<file path="config.mk">
export PLATFORM = sky130hd
export DESIGN_NAME = rpc_writer
export DESIGN_NICKNAME = d
export VERILOG_FILES = /design/src/hw/rtl/rpc_pkg.sv /design/src/hw/rtl/rpc_writer.sv
export SDC_FILE = /design/constraint.sdc
export NUM_CORES = 1
export LEC_CHECK = 0
export ABC_AREA = 1
export BUFFER_PORTS_ARGS = -buffer_cell sky130_fd_sc_hd__buf_2
export CORE_AREA = 2 2 158 144
export CTS_BUF_LIST = sky130_fd_sc_hd__clkbuf_4 sky130_fd_sc_hd__clkbuf_8 sky130_fd_sc_hd__clkbuf_16
export CTS_CLUSTER_DIAMETER = 60
export DETAILED_ROUTE_END_ITERATION = 6
export DIE_AREA = 0 0 160 146
export GPL_ROUTABILITY_DRIVEN = 0
export GPL_TIMING_DRIVEN = 0
export PLACE_DENSITY = 0.95
export SYNTH_ARGS = -nofsm -noshare
export SYNTH_HDL_FRONTEND = slang
export SYNTH_SLANG_ARGS = --single-unit
</file>
<file path="constraint.sdc">
create_clock -name i_clk -period 18.4 [get_ports i_clk]
set_clock_uncertainty 0.05 [all_clocks]
set_input_delay 1.84 -clock i_clk [delete_from_list [all_inputs] [get_ports i_clk]]
set_output_delay 1.84 -clock i_clk [all_outputs]
set_load 0.01 [all_outputs]
</file>
<file path="src/hw/rtl/rpc_pkg.sv">
// ----------------------------------------------------------------------------
// rpc_pkg: shared types and constants of the rectangle polygon clipper
// Token kinds, the token handshake group and the state encodings used by the
// clip cells, the intercept unit and the top level.
// ----------------------------------------------------------------------------
package rpc_pkg;

    localparam int NUM_STAGES = 4;
    localparam int TOL_WIDTH  = 16;
    localparam int IDX_WIDTH  = 3;

    localparam logic [IDX_WIDTH-1:0] REG_LEFT   = 3'd0;
    localparam logic [IDX_WIDTH-1:0] REG_RIGHT  = 3'd1;
    localparam logic [IDX_WIDTH-1:0] REG_TOP    = 3'd2;
    localparam logic [IDX_WIDTH-1:0] REG_BOTTOM = 3'd3;
    localparam logic [IDX_WIDTH-1:0] REG_TOL    = 3'd4;

    // A vertex token carries a point and closes its item; a point token is a
    // point made inside the chain; the end and finish tokens carry no point.
    typedef enum logic [1:0] {
        K_POINT,
        K_VERTEX,
        K_VEND,
        K_FIN
    } t_kind;

    typedef struct packed {
        logic  valid;
        t_kind kind;
    } t_tok;

    typedef enum logic [2:0] {
        S_IDLE,
        S_EVAL,
        S_CROSS,
        S_EMIT_X,
        S_EMIT_P,
        S_EMIT_T
    } t_cell_state;

    typedef enum logic [1:0] {
        P_IDLE,
        P_MUL,
        P_DIV,
        P_FIX
    } t_ip_state;

endpackage

</file>
<file path="src/hw/rtl/rpc_writer.sv">
// ----------------------------------------------------------------------------
// rpc_writer: duplicate removal and result framing
// Drops points within the tolerance of the last written point, holds one
// point back so that the last result of an item can carry its marks.
// ----------------------------------------------------------------------------
module rpc_writer
    import rpc_pkg::*;
#(
    parameter int W = 32
) (
    input  logic                 i_clk,
    input  logic                 i_rst_n,
    input  logic [TOL_WIDTH-1:0] i_tol,
    input  t_tok                 i_up,
    input  logic signed [W-1:0]  i_up_x,
    input  logic signed [W-1:0]  i_up_y,
    output logic                 o_up_ready,
    output logic                 o_valid,
    output logic signed [W-1:0]  o_x,
    output logic signed [W-1:0]  o_y,
    output logic                 o_pv,
    output logic                 o_last,
    output logic                 o_end,
    input  logic                 i_ready
);

    function automatic logic [W-1:0] adiff(logic signed [W-1:0] a, logic signed [W-1:0] b);
        adiff = (a < b) ? W'(b - a) : W'(a - b);
    endfunction

    logic                r_ov, n_ov;
    logic signed [W-1:0] r_ox, n_ox, r_oy, n_oy;
    logic                r_opv, n_opv, r_olast, n_olast, r_oend, n_oend;
    logic                r_pend, n_pend;
    logic signed [W-1:0] r_px, n_px, r_py, n_py;
    logic signed [W-1:0] r_ex, n_ex, r_ey, n_ey;
    logic                r_enone, n_enone;
    logic                out_free, keep;

    assign out_free = !r_ov || i_ready;
    assign keep = r_enone || (adiff(i_up_x, r_ex) > W'(i_tol)) ||
                  (adiff(i_up_y, r_ey) > W'(i_tol));

    always_ff @(posedge i_clk) begin
        if (!i_rst_n) begin
            r_ov    <= 1'b0;
            r_pend  <= 1'b0;
            r_enone <= 1'b1;
        end else begin
            r_ov    <= n_ov;
            r_pend  <= n_pend;
            r_enone <= n_enone;
        end
        r_ox    <= n_ox;
        r_oy    <= n_oy;
        r_opv   <= n_opv;
        r_olast <= n_olast;
        r_oend  <= n_oend;
        r_px    <= n_px;
        r_py    <= n_py;
        r_ex    <= n_ex;
        r_ey    <= n_ey;
    end

    always_comb begin
        n_ov    = r_ov;
        n_ox    = r_ox;
        n_oy    = r_oy;
        n_opv   = r_opv;
        n_olast = r_olast;
        n_oend  = r_oend;
        n_pend  = r_pend;
        n_px    = r_px;
        n_py    = r_py;
        n_ex    = r_ex;
        n_ey    = r_ey;
        n_enone = r_enone;
        if (r_ov && i_ready) begin
            n_ov = 1'b0;
        end
        if (i_up.valid && out_free) begin
            case (i_up.kind)
                K_POINT: begin
                    if (keep) begin
                        if (r_pend) begin
                            n_ov    = 1'b1;
                            n_ox    = r_px;
                            n_oy    = r_py;
                            n_opv   = 1'b1;
                            n_olast = 1'b0;
                            n_oend  = 1'b0;
                        end
                        n_pend  = 1'b1;
                        n_px    = i_up_x;
                        n_py    = i_up_y;
                        n_ex    = i_up_x;
                        n_ey    = i_up_y;
                        n_enone = 1'b0;
                    end
                end
                K_VEND, K_VERTEX: begin
                    if (r_pend) begin
                        n_ov    = 1'b1;
                        n_ox    = r_px;
                        n_oy    = r_py;
                        n_opv   = 1'b1;
                        n_olast = 1'b1;
                        n_oend  = 1'b0;
                    end
                    n_pend = 1'b0;
                end
                K_FIN: begin
                    // A polygon that wrote nothing still ends with an empty word.
                    n_ov    = 1'b1;
                    n_ox    = r_pend ? r_px : '0;
                    n_oy    = r_pend ? r_py : '0;
                    n_opv   = r_pend;
                    n_olast = 1'b1;
                    n_oend  = 1'b1;
                    n_pend  = 1'b0;
                    n_enone = 1'b1;
                end
                default: ;
            endcase
        end
    end

    assign o_up_ready = out_free;
    assign o_valid    = r_ov;
    assign o_x        = r_ox;
    assign o_y        = r_oy;
    assign o_pv       = r_opv;
    assign o_last     = r_olast;
    assign o_end      = r_oend;

endmodule

</file>
======== Word level (Yosys, flattened, before mapping) ========
Cells that the tools add are included.
storage, ports and cells
  flip-flop bits (word level) ............. 134
  bits in latches ......................... 0
  memory bits (writable) .................. 0
  memory bits (read-only) ................. 0
  input port bits ......................... 86
  output and inout bits ................... 69
  logic and storage cells ................. 67
  memories ................................ 0
operators by class
  add/sub/neg operators ................... 4
  $mul .................................... 0
  div/mod/pow operators ................... 0
  order comparisons ....................... 4
  equal/unequal tests ..................... 6
  shift operators ......................... 0
  multiplexer cells ....................... 29
  bitwise gates (word level) .............. 0
  reduce and logical (&&, ||, !) cells .... 14
operators by type and width
  kind                                                 number
  2-to-1 mux 32 bit                                    8
  case mux 32 bit (3 select lines)                     2
  subtractor 32 bit                                    4
  > comparator 32 x 16 -> 1 bit                        2
  < comparator 32 bit                                  2
  2-to-1 mux 1 bit                                     13
  case mux 1 bit (3 select lines)                      4
  != test 2 bit, second input constant                 3
  AND reduction 3 bit                                  2
  equality test 2 bit, second input constant           2
  case mux 1 bit (2 select lines)                      2
  AND reduction 4 bit                                  1
  logical OR 1 bit                                     3
  OR reduction 3 bit                                   1
  equality test 2 x 1 -> 1 bit, second input constant  1
  logical AND 1 bit                                    2
  logical NOT 2 bit                                    1
  AND reduction 2 bit                                  1
  nonzero test 2 bit                                   1
  OR reduction 2 bit                                   1
  logical NOT 1 bit                                    1

======== Logic depth before layout (Yosys ltp) ========
  depth after elaboration ................. 8
  depth in mapped cells ................... 40

======== Least setup slack after synthesis ========
OpenSTA, ideal clock, no wires.
  path type ............................... input to register
  from .................................... input port i_up_y[0]
  to ...................................... register r_ox[0] (netlist: o_x[0]), enable pin
  setup time .............................. 0.507 ns
  arrival ................................. 8.397 ns
  slack ................................... 9.446 ns
  stages on the path ...................... 37
  buffers on the path ..................... 3
  cells stage by stage .................... inv_1 -> ha_1 -> inv_1 -> fa_1 -> nand3_1 -> nand2_1 -> nand2_1 -> nand2_1 -> nand2_2 -> nand2_4 -> nand2_4 -> nand2_4 -> nand2_4 -> nand2_8 -> buf_12 -> buf_8 -> buf_2 -> o21ai_0 -> xor2_1 -> inv_1 -> ha_1 -> nand2_1 -> inv_1 -> nand3_1 -> nor3_1 -> nand2_1 -> nand3_1 -> nand2_1 -> nand2_1 -> nor2_1 -> nand3_1 -> nor2_1 -> nand3_1 -> nor2_2 -> nand4_1 -> nand2_2 -> a21oi_1
between the ends
  longest elaborated chain between the ends .. 6
  elaborated cells between the ends (all ways) .. 8
  classes of those cells .................. 2 x add/sub; 2 x order compare; 1 x eq/ne; 1 x mux; 2 x reduce/logical
RTL lines
  item                                                      RTL line          text
  start, declared                                           rpc_writer.sv:16  input logic signed [W-1:0] i_up_y,
  subtractor 32 bit or < comparator 32 bit (tied branches)  rpc_writer.sv:28  adiff = (a < b) ? W'(b - a) : W'(a - b);
  2-to-1 mux 32 bit *                                       rpc_writer.sv:28
  > comparator 32 x 16 -> 1 bit *                           rpc_writer.sv:42  (adiff(i_up_y, r_ey) > W'(i_tol));
  logical OR 1 bit *                                        rpc_writer.sv:41  assign keep = r_enone || (adiff(i_up_x, r_ex) > W'(i_tol)) ||
  != test 2 bit (no source line) *                          --
  AND reduction 2 bit (no source line) *                    --
  end signal, assigned                                      rpc_writer.sv:54  r_ox <= n_ox;
  end, declared                                             rpc_writer.sv:32  logic signed [W-1:0] r_ox, n_ox, r_oy, n_oy;
Every way passes the cells marked *; elsewhere a longest branch is shown, timed or not.
A chain may end at the register's enable or synchronous reset.

======== Worst setup path in the final report ========
  from .................................... input port i_up_x[0]
  to ...................................... register r_ex[0], enable pin
between the ends
  longest elaborated chain between the ends .. 6
  elaborated cells between the ends (all ways) .. 8
  classes of those cells .................. 2 x add/sub; 2 x order compare; 1 x mux; 3 x reduce/logical
RTL lines
  item                                                      RTL line          text
  start, declared                                           rpc_writer.sv:15  input logic signed [W-1:0] i_up_x,
  subtractor 32 bit or < comparator 32 bit (tied branches)  rpc_writer.sv:28
  2-to-1 mux 32 bit *                                       rpc_writer.sv:28
  > comparator 32 x 16 -> 1 bit *                           rpc_writer.sv:41
  logical OR 1 bit * (2 in a row)                           rpc_writer.sv:41
  AND reduction 3 bit (no source line) *                    --
  end signal, assigned                                      rpc_writer.sv:61  r_ex <= n_ex;
  end, declared                                             rpc_writer.sv:36  logic signed [W-1:0] r_ex, n_ex, r_ey, n_ey;
Marks and branches as above.

==> impl_metrics.toml <==
[synth]
ys_warn_count = 0
avgSynthCellArea_sq_um = 6.64
synth_edf_count = 131
synth_top_family_by_area = "simple AND/OR/NAND/NOR gates"
synth_seq_cells = 134
syn_nets = 2373
async_flop_share_pct = 0
synth_compound_area_share_pct = 10.8
synth_xor_area_share_pct = 2.36
synth_flop_cell = "edfxtp_1"
muxShareOfSynthArea_pct = 0.355
syn_area_sq_mm = 0.0141
synth_cell_type_count = 46
synth-simple-area-share_pct = 31.6
syn_inst = 2122
ys_seq_area_share_pct = 28.3
synth-adder-area-share_pct = 14.9

[routing]
wl_per_cell_um = 15.9
dr.first_iter.drc_count = 2172
vias = 15113
route.detailed.drc = 69
viasPerCell = 5.81
routed_wl_um = 41200
antenna_left = 0
dr.pass1.iters = 7

[setup_path]
worst_setup_path_start_kind = "primary input"
cp.required_ns = 18.49
crit_arrival_ns = 7.46
cp-end-kind = "flip-flop"
worst-path-max-fanout = 33
max_stage_delay_ns = 0.58
worst-setup-path-type = "in2reg"
crit_slowest_cell = "inv_2"
cp_common_cell = "nand3_1"

[global_routing]
grt_pass1_vias = 14494
grt_util_all_layers_pct = 34.7
grt_max_degree = 34
antenna_found_initial = 0
grt_overflow_total = 0
grt_pass1_wl_um = 66300

[clock_tree]
h-tree-depth = 4
clock_latency_ns = 0.46
clk_pin_slew_ns = 0.07
cts_root_buf = "clkbuf_16"
tritoncts = "built"
cts_resized = 0
hold_buffers = 0
cts-buffers-inserted = 17
cts.sinks = 134
post_cts_buffers = 0
clock_path_buffers = 2

[sta]
fin_tns_setup_ns = 0
hold_ws_ns = 0.471
worstMarginPinSlew_ns = 0.802
post-route-min-period_ns = 7.37
period_share_pct = 40.1
rsz0062_at_grt = "no"
maxSlewHeadroom_pct = 46.5
hold_violations = 0
setup_viol_count_final = 0
slew_violations = 0
max_clock_freq_mhz = 136

[die]
num_rows = 51
dieArea_sq_mm = 0.0234
die_w_um = 160
core_area_sq_mm = 0.0216
pin_count = 155
start_util_pct = 65.4
die_y_um = 146

[outcome]
failed_checks = "design-rule violations"
status = "finished with violations"

[power_and_ir_drop]
power_switching_mw = 0.387
ir_worst_vdd_uv = 51.4
cellLeakagePower_nw = 8.65
power_density_mw_per_mm2 = 66.1
p_int_mw = 0.663
switching_share_pct = 36.8
p_seq_share_pct = 33.8
p_comb_share_pct = 33.0
clkPwrFrac_pct = 33.2

[run]
drv_cap = 0

[final_layout]
nets = 2549
final_cell_count_no_fill = 2602
fin_util_pct = 73.6
area_growth_pct = 12.6
drive_gt1_share_pct = 11.5
n_antenna_cell = 0
fillerInstances = 1620

[hold_path]
min_path_type = "reg2reg"

[placed_design]
io_buffers = 154
dpl.cell_count = 2570
hpwl_um = 31900
[flip-flops by register name, indices dropped and copies added (netlist names)]
signal   cells
o_valid      1
r_enone      1
o_y         32
o_x         32
r_pend       1
o_end        1
o_last       1
r_ex        32
r_ey        32
o_pv         1
[placed cells by master (no fill, tap or decap), drive strengths merged, types with 4 or more instances in the layout]
master and count:
a21o 11, a21oi 160, buf 172, clkbuf 29
clkinv 4, edfxtp 131, fa 4, ha 161
inv 403, mux2i 5, nand2 677, nand3 119
nand3b 5, nand4 16, nor2 245, nor3 10
o211ai 5, o21a 4, o21ai 78, o21bai 12
xnor2 14, xor2 24
[power by group through the flow]
stage | Combinational, mW | Clock (mW) | Sequential, mW
after floorplan | 0.231 | 0 | 0.366
after global placement | 0.311 | 0 | 0.362
after detailed placement | 0.327 | 0 | 0.361
after CTS | 0.333 | 0.344 | 0.355
after global routing | 0.382 | 0.357 | 0.356
final | 0.347 | 0.348 | 0.355
[metrics by stage]
step | instance area (sq um) | total power, mW | setup WS [ns]
after floorplan | 14100 | 0.597 | 9.45
after global placement | 15200 | 0.674 | 7.18
after detailed placement | 15300 | 0.688 | 10.83
after CTS | 15900 | 1.03 | 11.24
after global routing | 15900 | 1.09 | 10.76
final | 15900 | 1.05 | 11.03
[cells in the mapped netlist, types with 11 or more instances]
| cell | count | area share (%) |
|---|---|---|
| nand2_1 | 653 | 17 |
| inv_1 | 386 | 10 |
| nor2_1 | 232 | 6.2 |
| ha_1 | 161 | 14 |
| a21oi_1 | 155 | 5.5 |
| edfxtp_1 | 131 | 28 |
| nand3_1 | 117 | 4.2 |
| o21ai_0 | 78 | 2.8 |
| xor2_1 | 24 | 1.5 |
| nand2_2 | 17 | 0.75 |
| nand4_1 | 16 | 0.71 |
| xnor2_1 | 14 | 0.87 |
| inv_2 | 12 | 0.32 |
| o21bai_1 | 12 | 0.64 |
| a21o_1 | 11 | 0.59 |
| nor2_2 | 11 | 0.49 |
[final cells by class]
class | instances | area, sq um | share of cell area [%]
Inverter | 398 | 1490 | 9.41
Multi-Input combinational cell | 1565 | 8470 | 53.4
Clock buffer | 19 | 453 | 2.85
Timing Repair Buffer | 157 | 831 | 5.23
Clock inverter | 13 | 120 | 0.757
Tap cell | 291 | 364 | 2.29
Buffer | 25 | 150 | 0.946
Sequential cell | 134 | 3990 | 25.2
[critical path, delay by kind of cell]
kind	cells	cell delay [ns]
buffers and inverters	9	1.94
adder cells (fa/ha/maj)	3	0.90
AND/OR/NAND/NOR	20	2.28
XOR/XNOR	1	0.16
AO/OA/AOI/OAI	2	0.29
[worst paths after layout]
kind	from	endpoint	slack, ns	cells past startpoint
worst max-delay path	i_up_x[0]	r_ex[0]	11.03	35
worst min-delay path	r_enone	r_enone	0.47	2
worst max register to register	r_ex[0]	r_ex[0]	12.23	33
worst min register to register	r_enone	r_enone	0.47	2
[logic make-up after synthesis]
family,Yosys count
and+or+nand+nor,1078
DFF,134
muxes,5
adders and majority gates,165
AOI/OAI and AO/OA,279
buffers and inverters,423
xor gates and xnor gates,38
[layer usage]
metal	vias to the layer above	wire [um]	track usage, %
met4	0	2120	17.9
met5	-	0	0
met2	1139	17600	54.9
met3	302	5140	8.49
met1	6610	16400	44.1
li1	7062	-	-
Note: power is estimated with default switching activity, not from simulation.
