`config.mk`:
```
export PLATFORM = sky130hd
export DESIGN_NAME = rpc_cell
export DESIGN_NICKNAME = d
export VERILOG_FILES = /design/src/hw/rtl/rpc_pkg.sv /design/src/hw/rtl/rpc_interp.sv /design/src/hw/rtl/rpc_cell.sv
export SDC_FILE = /design/constraint.sdc
export NUM_CORES = 2
export LEC_CHECK = 0
export ABC_AREA = 1
export BUFFER_PORTS_ARGS = -buffer_cell sky130_fd_sc_hd__buf_2
export CAP_MARGIN = 20
export CORE_UTILIZATION = 61
export CTS_BUF_LIST = sky130_fd_sc_hd__clkbuf_8
export DETAILED_ROUTE_END_ITERATION = 16
export PLACE_DENSITY_LB_ADDON = 0.08
export SYNTH_ARGS = -nofsm -noshare
export SYNTH_HDL_FRONTEND = slang
export SYNTH_SLANG_ARGS = --single-unit
```
`constraint.sdc`:
```
create_clock -name i_clk -period 27.1 [get_ports i_clk]
set_clock_uncertainty 0.15 [all_clocks]
set_input_delay 1.355 -clock i_clk [delete_from_list [all_inputs] [get_ports i_clk]]
set_output_delay 1.355 -clock i_clk [all_outputs]
set_load 0.005 [all_outputs]
```
`src/hw/rtl/rpc_pkg.sv`:
```
// ----------------------------------------------------------------------------
// rpc_pkg: shared types and constants of the rectangle polygon clipper
// Token kinds, the token handshake group and the state encodings used by the
// clip cells, the intercept unit and the top level.
// ----------------------------------------------------------------------------
package rpc_pkg;

    localparam int NUM_STAGES = 4;
    localparam int TOL_WIDTH  = 16;
    localparam int IDX_WIDTH  = 3;

    localparam logic [IDX_WIDTH-1:0] REG_LEFT   = 3'd0;
    localparam logic [IDX_WIDTH-1:0] REG_RIGHT  = 3'd1;
    localparam logic [IDX_WIDTH-1:0] REG_TOP    = 3'd2;
    localparam logic [IDX_WIDTH-1:0] REG_BOTTOM = 3'd3;
    localparam logic [IDX_WIDTH-1:0] REG_TOL    = 3'd4;

    // A vertex token carries a point and closes its item; a point token is a
    // point made inside the chain; the end and finish tokens carry no point.
    typedef enum logic [1:0] {
        K_POINT,
        K_VERTEX,
        K_VEND,
        K_FIN
    } t_kind;

    typedef struct packed {
        logic  valid;
        t_kind kind;
    } t_tok;

    typedef enum logic [2:0] {
        S_IDLE,
        S_EVAL,
        S_CROSS,
        S_EMIT_X,
        S_EMIT_P,
        S_EMIT_T
    } t_cell_state;

    typedef enum logic [1:0] {
        P_IDLE,
        P_MUL,
        P_DIV,
        P_FIX
    } t_ip_state;

endpackage

```
`src/hw/rtl/rpc_interp.sv`:
```
// ----------------------------------------------------------------------------
// rpc_interp: iterative edge intercept unit
// Computes po + (e - pc) * (qo - po) / (qc - pc) with a bit-serial multiply,
// a restoring divide truncating toward zero and saturation of the sum.
// ----------------------------------------------------------------------------
module rpc_interp
    import rpc_pkg::*;
#(
    parameter int W = 32
) (
    input  logic                i_clk,
    input  logic                i_rst_n,
    input  logic                i_start,
    input  logic signed [W-1:0] i_e,
    input  logic signed [W-1:0] i_pc,
    input  logic signed [W-1:0] i_po,
    input  logic signed [W-1:0] i_qc,
    input  logic signed [W-1:0] i_qo,
    output logic                o_done,
    output logic signed [W-1:0] o_res
);

    localparam int CW = $clog2(2 * W);
    localparam logic signed [W-1:0] CMAX = {1'b0, {(W-1){1'b1}}};
    localparam logic signed [W-1:0] CMIN = {1'b1, {(W-1){1'b0}}};

    function automatic logic [W-1:0] adiff(logic signed [W-1:0] a, logic signed [W-1:0] b);
        adiff = (a < b) ? W'(b - a) : W'(a - b);
    endfunction

    t_ip_state           r_state, n_state;
    logic [CW-1:0]       r_cnt, n_cnt;
    logic [W-1:0]        r_a, n_a;
    logic [2*W-1:0]      r_b, n_b;
    logic [2*W-1:0]      r_prod, n_prod;
    logic [W-1:0]        r_rem, n_rem;
    logic [2*W-1:0]      r_q, n_q;
    logic [W-1:0]        r_d, n_d;
    logic                r_neg, n_neg;
    logic signed [W-1:0] r_po, n_po;
    logic signed [W-1:0] r_res, n_res;
    logic                r_done, n_done;

    logic [W:0]   trial;
    logic [W-1:0] room;
    logic         sat;

    always_ff @(posedge i_clk) begin
        if (!i_rst_n) begin
            r_state <= P_IDLE;
            r_done  <= 1'b0;
        end else begin
            r_state <= n_state;
            r_done  <= n_done;
        end
        r_cnt  <= n_cnt;
        r_a    <= n_a;
        r_b    <= n_b;
        r_prod <= n_prod;
        r_rem  <= n_rem;
        r_q    <= n_q;
        r_d    <= n_d;
        r_neg  <= n_neg;
        r_po   <= n_po;
        r_res  <= n_res;
    end

    always_comb begin
        n_state = r_state;
        n_cnt   = r_cnt;
        n_a     = r_a;
        n_b     = r_b;
        n_prod  = r_prod;
        n_rem   = r_rem;
        n_q     = r_q;
        n_d     = r_d;
        n_neg   = r_neg;
        n_po    = r_po;
        n_res   = r_res;
        n_done  = 1'b0;
        trial   = {r_rem, r_prod[2*W-1]};
        room    = r_neg ? W'(r_po - CMIN) : W'(CMAX - r_po);
        sat     = r_q > {{W{1'b0}}, room};
        case (r_state)
            P_IDLE: begin
                if (i_start) begin
                    n_a     = adiff(i_e, i_pc);
                    n_b     = {{W{1'b0}}, adiff(i_qo, i_po)};
                    n_d     = adiff(i_qc, i_pc);
                    n_neg   = ((i_e < i_pc) != (i_qo < i_po)) != (i_qc < i_pc);
                    n_po    = i_po;
                    n_prod  = '0;
                    n_cnt   = '0;
                    n_state = P_MUL;
                end
            end
            P_MUL: begin
                if (r_a[0]) begin
                    n_prod = r_prod + r_b;
                end
                n_b   = {r_b[2*W-2:0], 1'b0};
                n_a   = {1'b0, r_a[W-1:1]};
                n_cnt = r_cnt + 1'b1;
                if (r_cnt == CW'(W - 1)) begin
                    n_cnt   = '0;
                    n_rem   = '0;
                    n_q     = '0;
                    n_state = P_DIV;
                end
            end
            P_DIV: begin
                if (trial >= {1'b0, r_d}) begin
                    n_rem = W'(trial - {1'b0, r_d});
                    n_q   = {r_q[2*W-2:0], 1'b1};
                end else begin
                    n_rem = trial[W-1:0];
                    n_q   = {r_q[2*W-2:0], 1'b0};
                end
                n_prod = {r_prod[2*W-2:0], 1'b0};
                n_cnt  = r_cnt + 1'b1;
                if (r_cnt == CW'(2 * W - 1)) begin
                    n_state = P_FIX;
                end
            end
            P_FIX: begin
                // A zero divisor cannot come from the inside tests; it yields po.
                if (r_d == '0 || r_q == '0) begin
                    n_res = r_po;
                end else if (sat) begin
                    n_res = r_neg ? CMIN : CMAX;
                end else if (r_neg) begin
                    n_res = r_po - $signed(r_q[W-1:0]);
                end else begin
                    n_res = r_po + $signed(r_q[W-1:0]);
                end
                n_done  = 1'b1;
                n_state = P_IDLE;
            end
            default: n_state = P_IDLE;
        endcase
    end

    assign o_done = r_done;
    assign o_res  = r_res;

endmodule

```
`src/hw/rtl/rpc_cell.sv`:
```
// ----------------------------------------------------------------------------
// rpc_cell: one clip stage of the chain
// Holds the stage's first and last points, tests each point against its edge
// and hands crossings, inside points and item tokens to the next cell.
// ----------------------------------------------------------------------------
module rpc_cell
    import rpc_pkg::*;
#(
    parameter int W     = 32,
    parameter int STAGE = 0
) (
    input  logic                 i_clk,
    input  logic                 i_rst_n,
    input  logic signed [W-1:0]  i_edge,
    input  logic [TOL_WIDTH-1:0] i_tol,
    input  t_tok                 i_up,
    input  logic signed [W-1:0]  i_up_x,
    input  logic signed [W-1:0]  i_up_y,
    output logic                 o_up_ready,
    output t_tok                 o_dn,
    output logic signed [W-1:0]  o_dn_x,
    output logic signed [W-1:0]  o_dn_y,
    input  logic                 i_dn_ready
);

    localparam bit AXIS_X  = (STAGE < 2);
    localparam bit GREATER = ((STAGE % 2) == 0);

    function automatic logic [W-1:0] adiff(logic signed [W-1:0] a, logic signed [W-1:0] b);
        adiff = (a < b) ? W'(b - a) : W'(a - b);
    endfunction

    function automatic logic inside_edge(logic signed [W-1:0] c, logic signed [W-1:0] e,
                                         logic [TOL_WIDTH-1:0] tol);
        logic beyond;
        beyond = GREATER ? (c > e) : (c < e);
        inside_edge = beyond || (adiff(c, e) < W'(tol));
    endfunction

    t_cell_state         r_state, n_state;
    t_kind               r_kind, n_kind;
    logic signed [W-1:0] r_px, n_px, r_py, n_py;
    logic signed [W-1:0] r_lx, n_lx, r_ly, n_ly;
    logic signed [W-1:0] r_fx, n_fx, r_fy, n_fy;
    logic                r_first, n_first;
    logic                r_pin, n_pin;
    t_tok                r_dn, n_dn;
    logic signed [W-1:0] r_dx, n_dx, r_dy, n_dy;

    logic signed [W-1:0] pa, po, la, lo, xres;
    logic                pin, lin, start, done, out_free;

    assign pa  = AXIS_X ? r_px : r_py;
    assign po  = AXIS_X ? r_py : r_px;
    assign la  = AXIS_X ? r_lx : r_ly;
    assign lo  = AXIS_X ? r_ly : r_lx;
    assign pin = inside_edge(pa, i_edge, i_tol);
    assign lin = inside_edge(la, i_edge, i_tol);
    assign out_free = !r_dn.valid || i_dn_ready;

    rpc_interp #(.W(W)) u_interp (
        .i_clk   (i_clk),
        .i_rst_n (i_rst_n),
        .i_start (start),
        .i_e     (i_edge),
        .i_pc    (pa),
        .i_po    (po),
        .i_qc    (la),
        .i_qo    (lo),
        .o_done  (done),
        .o_res   (xres)
    );

    always_ff @(posedge i_clk) begin
        if (!i_rst_n) begin
            r_state    <= S_IDLE;
            r_first    <= 1'b1;
            r_dn.valid <= 1'b0;
        end else begin
            r_state    <= n_state;
            r_first    <= n_first;
            r_dn.valid <= n_dn.valid;
        end
        r_dn.kind <= n_dn.kind;
        r_kind    <= n_kind;
        r_px      <= n_px;
        r_py      <= n_py;
        r_lx      <= n_lx;
        r_ly      <= n_ly;
        r_fx      <= n_fx;
        r_fy      <= n_fy;
        r_pin     <= n_pin;
        r_dx      <= n_dx;
        r_dy      <= n_dy;
    end

    always_comb begin
        n_state = r_state;
        n_kind  = r_kind;
        n_px    = r_px;
        n_py    = r_py;
        n_lx    = r_lx;
        n_ly    = r_ly;
        n_fx    = r_fx;
        n_fy    = r_fy;
        n_first = r_first;
        n_pin   = r_pin;
        n_dn    = r_dn;
        n_dx    = r_dx;
        n_dy    = r_dy;
        start   = 1'b0;
        if (r_dn.valid && i_dn_ready) begin
            n_dn.valid = 1'b0;
        end
        case (r_state)
            S_IDLE: begin
                if (i_up.valid) begin
                    n_kind = i_up.kind;
                    // A finish closes the stage with its own first point.
                    if (i_up.kind == K_FIN) begin
                        n_px = r_fx;
                        n_py = r_fy;
                    end else begin
                        n_px = i_up_x;
                        n_py = i_up_y;
                    end
                    n_state = S_EVAL;
                end
            end
            S_EVAL: begin
                if (r_kind == K_VEND) begin
                    n_state = S_EMIT_T;
                end else if (r_first) begin
                    n_fx    = r_px;
                    n_fy    = r_py;
                    n_first = 1'b0;
                    n_lx    = r_px;
                    n_ly    = r_py;
                    n_state = (r_kind == K_POINT) ? S_IDLE : S_EMIT_T;
                end else begin
                    n_pin = pin;
                    if (pin != lin) begin
                        start   = 1'b1;
                        n_state = S_CROSS;
                    end else if (pin) begin
                        n_state = S_EMIT_P;
                    end else begin
                        n_lx    = r_px;
                        n_ly    = r_py;
                        n_state = (r_kind == K_POINT) ? S_IDLE : S_EMIT_T;
                    end
                end
            end
            S_CROSS: begin
                if (done) begin
                    n_state = S_EMIT_X;
                end
            end
            S_EMIT_X: begin
                if (out_free) begin
                    n_dn.valid = 1'b1;
                    n_dn.kind  = K_POINT;
                    n_dx       = AXIS_X ? i_edge : xres;
                    n_dy       = AXIS_X ? xres : i_edge;
                    if (r_pin) begin
                        n_state = S_EMIT_P;
                    end else begin
                        n_lx    = r_px;
                        n_ly    = r_py;
                        n_state = (r_kind == K_POINT) ? S_IDLE : S_EMIT_T;
                    end
                end
            end
            S_EMIT_P: begin
                if (out_free) begin
                    n_dn.valid = 1'b1;
                    n_dn.kind  = K_POINT;
                    n_dx       = r_px;
                    n_dy       = r_py;
                    n_lx       = r_px;
                    n_ly       = r_py;
                    n_state    = (r_kind == K_POINT) ? S_IDLE : S_EMIT_T;
                end
            end
            S_EMIT_T: begin
                if (out_free) begin
                    n_dn.valid = 1'b1;
                    n_dn.kind  = (r_kind == K_FIN) ? K_FIN : K_VEND;
                    if (r_kind == K_FIN) begin
                        n_first = 1'b1;
                    end
                    n_state = S_IDLE;
                end
            end
            default: n_state = S_IDLE;
        endcase
    end

    assign o_up_ready = (r_state == S_IDLE);
    assign o_dn       = r_dn;
    assign o_dn_x     = r_dx;
    assign o_dn_y     = r_dy;

endmodule

```
==> Yosys cells after proc, flatten, opt, wreduce, memory -nomap -nowiden <==
Index checks and enable logic that the tools add are counted.
{ "word_totals": {"in_bits": 118, "ff_bits": 628, "wordCells": 196, "out_inout_bits": 68} }
{ "op_classes": {"bitwise": 2, "addsub": 15, "order_cmp": 11, "eq_ne": 31, "n_mux": 78, "reduce_logical": 33} }
{ "ops": {"columns": ["cell", "n"], "rows": [
  ["$mux 32", 31],
  ["$sub 32x32->32", 10],
  ["$mux 64", 4],
  ["$pmux 32 s2", 4],
  ["$pmux 64 s2", 2],
  ["$pmux 32 s3", 2],
  ["$pmux 64 s3", 1],
  ["$lt 32x32->1", 5],
  ["$add 64x64->64", 1],
  ["$gt 32x32->1", 2],
  ["$gt 64x32->1", 1],
  ["$logic_not 64->1", 1],
  ["$lt 32x16->1", 2],
  ["$mux 3", 13],
  ["$ge 33x32->1", 1],
  ["$add 32x32->32", 1],
  ["$logic_not 32->1", 1],
  ["$sub 32x32->32 const A", 1],
  ["$sub 32x32->32 const B", 1],
  ["$pmux 3 s6", 1],
  ["$pmux 6 s3", 1],
  ["$reduce_and 3->1", 6],
  ["$ne 2x2->1 const B", 8],
  ["$mux 6", 2],
  ["other kinds (29)", 68]
]} }

==> Longest topological paths before layout <==
{ "depth": {"ltp_word": 11, "ltp_mapped": 41} }

==> By module <==
A second synthesis with hierarchy kept.
{ "hier_totals": {"hier_cells": 8993, "area_unflattened_um2": 60018.8} }
{ "by_module_without_submodules": {"columns": ["module", "instances", "cells_per_inst", "area_per_inst_um2"], "rows": [
  ["rpc_interp", 1, 6264, 39785.7],
  ["rpc_cell", 1, 2729, 20233.2]
]} }

==> Worst setup path before layout <==
Ideal clock, no wire load.
{ "synth_path": {"path_type": "input -> register", "startpoint": "input i_edge[0]", "endpoint": "register u_interp.r_a[0], enable pin", "path_buffers": 2, "stages": 38, "slack_ns": 16.750, "setup_ns": 0.582, "arrival_time_ns": 9.618, "path_cell_list": "ha_1 > inv_1 > fa_1 > nand3_1 > nand3_2 > nand2_1 > nand2_2 > nand2_2 > nand2_4 > nand2_4 > nand3_4 > nand2_4 > buf_2 > clkbuf_1 > nand2_1 > nand2_1 > xnor2_1 > inv_1 > [... 2 more ...] > o21ai_0 > nand3_1 > a21oi_1 > o21ai_0 > nand2_1 > nand2_1 > nand2_1 > inv_1 > nand2_1 > nor2_1 > nand2_1 > nand2_2 > nand2_2 > nand2_4 > nand3_4 > nand2_4 > inv_2 > a21oi_1"} }
{ "synth_between": {"elab_chain_cells": 11, "word_cells_on_any_way": 21, "classes_between": "add/sub: 4; order compare: 6; eq/ne: 2; mux: 6; reduce/logical: 3"} }
{ "synth_lines": {"columns": ["element", "line_no", "rtl"], "rows": [
  ["start: declaration", "rpc_cell.sv:14", "input logic signed [W-1:0] i_edge,"],
  ["$sub 32x32->32 or $lt 32x32->1 (tied branches)", "rpc_cell.sv:30", "adiff = (a < b) ? W'(b - a) : W'(a - b);"],
  ["$mux 32", "rpc_cell.sv:30", null],
  ["$lt 32x16->1", "rpc_cell.sv:37", "inside_edge = beyond || (adiff(c, e) < W'(tol));"],
  ["$logic_or 1x1->1", "rpc_cell.sv:37", null],
  ["$ne 1x1->1 (*)", "rpc_cell.sv:142", "if (pin != lin) begin"],
  ["$mux 1 (*)", "rpc_cell.sv:142", null],
  ["$mux 1 (*)", "rpc_cell.sv:133", "end else if (r_first) begin"],
  ["$mux 1 (*)", "rpc_cell.sv:131", "if (r_kind == K_VEND) begin"],
  ["$mux 1 (*)", "rpc_cell.sv:115", "case (r_state)"],
  ["$ne 2x2->1 (no line) (*)", null, null],
  ["$reduce_and 2->1 (no line) (*)", null, null],
  ["end signal: assignment", "rpc_interp.sv:57", "r_a <= n_a;"],
  ["end: declaration", "rpc_interp.sv:33", "logic [W-1:0] r_a, n_a;"]
]} }
Mark *: on every way between the ends. The rest lies on a longest branch, timed or not.
A chain may end at the register's enable or synchronous reset.

==> Worst setup path after layout <==
{ "layout_path": {"startpoint": "input i_edge[1]", "endpoint": "register u_interp.r_b[26], enable pin"} }
{ "layout_between": {"elab_chain_cells": 11, "word_cells_on_any_way": 21, "classes_between": "add/sub: 4; order compare: 6; eq/ne: 2; mux: 6; reduce/logical: 3"} }
{ "layout_lines": {"columns": ["element", "line_no", "rtl"], "rows": [
  ["$sub 32x32->32 or $lt 32x32->1 (tied branches)", "rpc_cell.sv:30", null],
  ["$mux 32", "rpc_cell.sv:30", null],
  ["$lt 32x16->1", "rpc_cell.sv:37", null],
  ["$logic_or 1x1->1", "rpc_cell.sv:37", null],
  ["$ne 1x1->1 (*)", "rpc_cell.sv:142", null],
  ["$mux 1 (*)", "rpc_cell.sv:142", null],
  ["$mux 1 (*)", "rpc_cell.sv:133", null],
  ["$mux 1 (*)", "rpc_cell.sv:131", null],
  ["$mux 1 (*)", "rpc_cell.sv:115", null],
  ["$ne 2x2->1 (no line) (*)", null, null],
  ["$reduce_and 2->1 (no line) (*)", null, null],
  ["end signal: assignment", "rpc_interp.sv:58", "r_b <= n_b;"],
  ["end: declaration", "rpc_interp.sv:34", "logic [2*W-1:0] r_b, n_b;"]
]} }
Marked as above.

==> impl_results.md <==
- Status: complete, no violations
- Most frequent cells after synthesis: nand2_1 (1751), inv_1 (958), edfxtp_1 (620)
- VDD IR max: 0.0833 mV
- WL/cell: between 20 and 25 microns
- Fmax: approximately 0.14 GHz
- First-pass GRT wire length: approximately 260000 microns
- Post-CTS sizing: 0
- Cell with the most instances after synthesis: nand2_1
- Post-synth cell types: between 70 and 80
- Cell Area, Synth: 50700 sq um
- Sw Share: about half
- Row count: 105
- Reg2reg setup slack: 19920 ps
- Power Dens Cells: roughly 120 nW/um^2
- DR DRC count: 0
- Crit end category: flip-flop
- CP max FO: 64
- ANT nets after route: 0
- Hold endpoint: o_dn_y[13]
- Syn_area_per_cell: about 7.7 sq um
- I/O pins: ~190
- Via count: approximately 47000
- Family with the most delay on the worst path: simple AND/OR/NAND/NOR gates
- Clock Latency Late Sink: about 810 ps
- Post-synth EDFFs: 620
- Fill count: approximately 7000
- Synth area leader: edfxtp_1
- Worst hold start: u_interp.o_res[13]
- Area Growth Syn to Fin: 7.62%
- Slew at the pin with the worst max-slew slack: 1170 ps
- CP most frequent cell: nand2_1
- Largest cells by area after synthesis: edfxtp_1 (37%), nand2_1 (13%), ha_1 (11%)
- Initial Util: around three fifths
- Initial antenna violation count: 14
- Syn_nets: between 7000 and 8000
- Avg Vias per Cell: slightly below 6
- Crit path buffers/inverters: 7
- Number of global-route vias before repair: roughly 45000
- Gr usage total: roughly 40%
- Rel. slew slack: around 22%
- Die height: 290 microns
- Hold depth: 2
- Die footprint: between 80000 and 90000 sq um
- Hold-fix buffer count after cts: 0
- Synth Flop Type: edfxtp_1
- Leakage power: ~26 nW
- Share of cells above drive strength 1: about 8%
- P_int: ~3.3 mW
- I/O Buffers: approximately 190
- GPL Wtd Cong: 1.12
- RR Endpoint: u_interp.r_b[26]
- Depth of the worst register-to-register path: 40
- Initial DRT Pass Iterations: 6
- FFs w/ async S/R, synth: 0%
- Hpwl dp: ~140000 microns
- Setup TNS Final: 0 ps
- Sequential cell area: 18800 sq um
- Clk pwr share: 12.9%
- Final core occ: about two thirds
- Largest net degree at the start of global routing: 99
- Top-area cell type share of the netlist area: between 30% and 40%
- Slowest-stage cell, CP: buf_4
- TritonCTS Buffers: approximately 110
- Minimum clock period: about 7400 ps
- Max incr delay on CP: 830 ps
- Grt ovf: 0
- HP Class: flip-flop to flip-flop
- Synth warn: 0
- H-Tree Depth: 3
- Final Hold Vio Count: 0
- Flops & latches, synth: 628
- Largest regs: u_interp.r_b: 64 flops, u_interp.r_prod: 64 flops, u_interp.r_q: 64 flops
- Root Buffer Master: clkbuf_8
- DRT iter0 DRCs: approximately 4700
- Critical path required time: ~27000 ps
- Setup violators final: 0
- Setup CP Type: primary input to flip-flop
- Fin crit share: 27.3%
- Sequential share of the synthesized area: roughly 37%
- MaxCap Viol Count: 0
- R2r startpoint: la[0]
- Arr. time, crit path: between 7000 and 8000 ps
- Sequential power share: between 20% and 30%
- Synth Instances: 6620
- Detailed Route WL: ~170000 microns
- CTS Sinks: between 600 and 700
- P_sw: roughly 3.4 mW
- Combinational fraction of design power: 60.4%
- Clock Tree Buf Depth: 3
- Type of origin of the critical path: primary input
- RSZ-0062 raised after global routing: false
- Count of final max-slew check failures: 0
- Worst-path clk slew: 70 ps
- Final net count: roughly 7300
- TritonCTS clock tree: yes
- CORE AREA: between 80000 and 90000 sq um
- Postcts setup bufs: 0
- Die Wd: 290 microns
- Multi-input gate area: 27500 sq um
## stage by stage
stage	cell area, sq um	hold slack (ps)	power (mW)	cells	setup slack (ps)
after CTS	54500	355	6.57	7909	19800
after floorplan	50700	306	4.55	6620	16750
after global placement	52400	332	5.63	7713	19060
final	54600	363	6.68	7924	19710
after detailed placement	52400	346	5.69	7713	18980
after global routing	54500	386	7.13	7916	19170
## layout by cell type (no fill, tap or decap), drive strengths merged, types with 11 or more instances in the layout
master	Yosys	layout
a211oi	11	11
nand3	212	212
a221oi	12	12
o21bai	25	25
a31oi	53	53
a21oi	595	595
a32o	17	17
xnor2	96	96
clkbuf	132	109
edfxtp	620	620
nor4	29	29
nand2	1782	1782
clkinv	5	48
or2	40	40
mux2	64	64
nor3	42	42
nor2	546	546
xor2	174	174
fa	11	11
o21ai	454	454
inv	979	1014
o21a	41	41
buf	51	207
nand4	48	48
a21o	27	27
o211ai	14	14
a22o	11	11
diode	0	14
ha	447	447
## area by class of cell
class	count	share of cell area (%)
Antenna cell	14	0.0642
Tap cell	1070	2.45
Sequential cell	628	34.4
Inverter	984	6.77
Timing Repair Buffer	207	2.02
Multi-Input combinational cell	4825	50.4
Clock inverter	87	1.10
Clock buffer	109	2.75
## power groups by stage
stage / clock network, mW / logic [mW] / registers [mW]
6_report: 0.861 / 4.04 / 1.78
3_5_place_dp: 0 / 3.90 / 1.79
5_1_grt: 0.905 / 4.42 / 1.80
3_3_place_gp: 0 / 3.85 / 1.78
4_1_cts: 0.868 / 3.92 / 1.78
2_1_floorplan: 0 / 2.82 / 1.73
## kinds of logic (layout without fill, tap and decap cells)
logic type	after synthesis	count (layout)	share of synthesized area [%]
buffers and inverters	1167	1387	8.92
AO/OA/AOI/OAI	1318	1318	14.5
adder cells (fa/ha/maj)	458	458	11.5
XOR/XNOR	270	270	4.66
flip-flops	628	628	37.0
AND/OR/NAND/NOR	2713	2713	21.9
other	0	14	0
multiplexers	66	66	1.46
## per-layer routing
layer	global-route usage, %	vias to the layer above	routed length, microns
met5	0	-	20
met4	28.1	4	13700
met3	7.16	571	15400
met2	64.5	2451	76700
met1	48.6	21600	65800
li1	-	22200	-
## worst max path at each step
stage	startpoint	to	slack, ps	depth (start not counted)
3_5_place_dp	i_edge[1]	u_interp.r_b[29]	18980	39
2_1_floorplan	i_edge[0]	u_interp.r_a[0]	16750	38
5_1_grt	i_edge[1]	u_interp.r_b[26]	19170	39
3_3_place_gp	i_edge[1]	u_interp.r_b[29]	19060	39
6_report	i_edge[1]	u_interp.r_b[26]	19710	39
4_1_cts	i_edge[1]	u_interp.r_b[26]	19800	39
## worst register-to-register path, delay by kind of cell, from the launching register on
kind,cells,cell delay (ps)
AND/OR/NAND/NOR,24,2290
adder cells (fa/ha/maj),3,870
AO/OA/AOI/OAI,5,1290
buffers and inverters,7,1600
flip-flops,1,430
XOR/XNOR,1,110
Power figures use the tool's default switching activity.
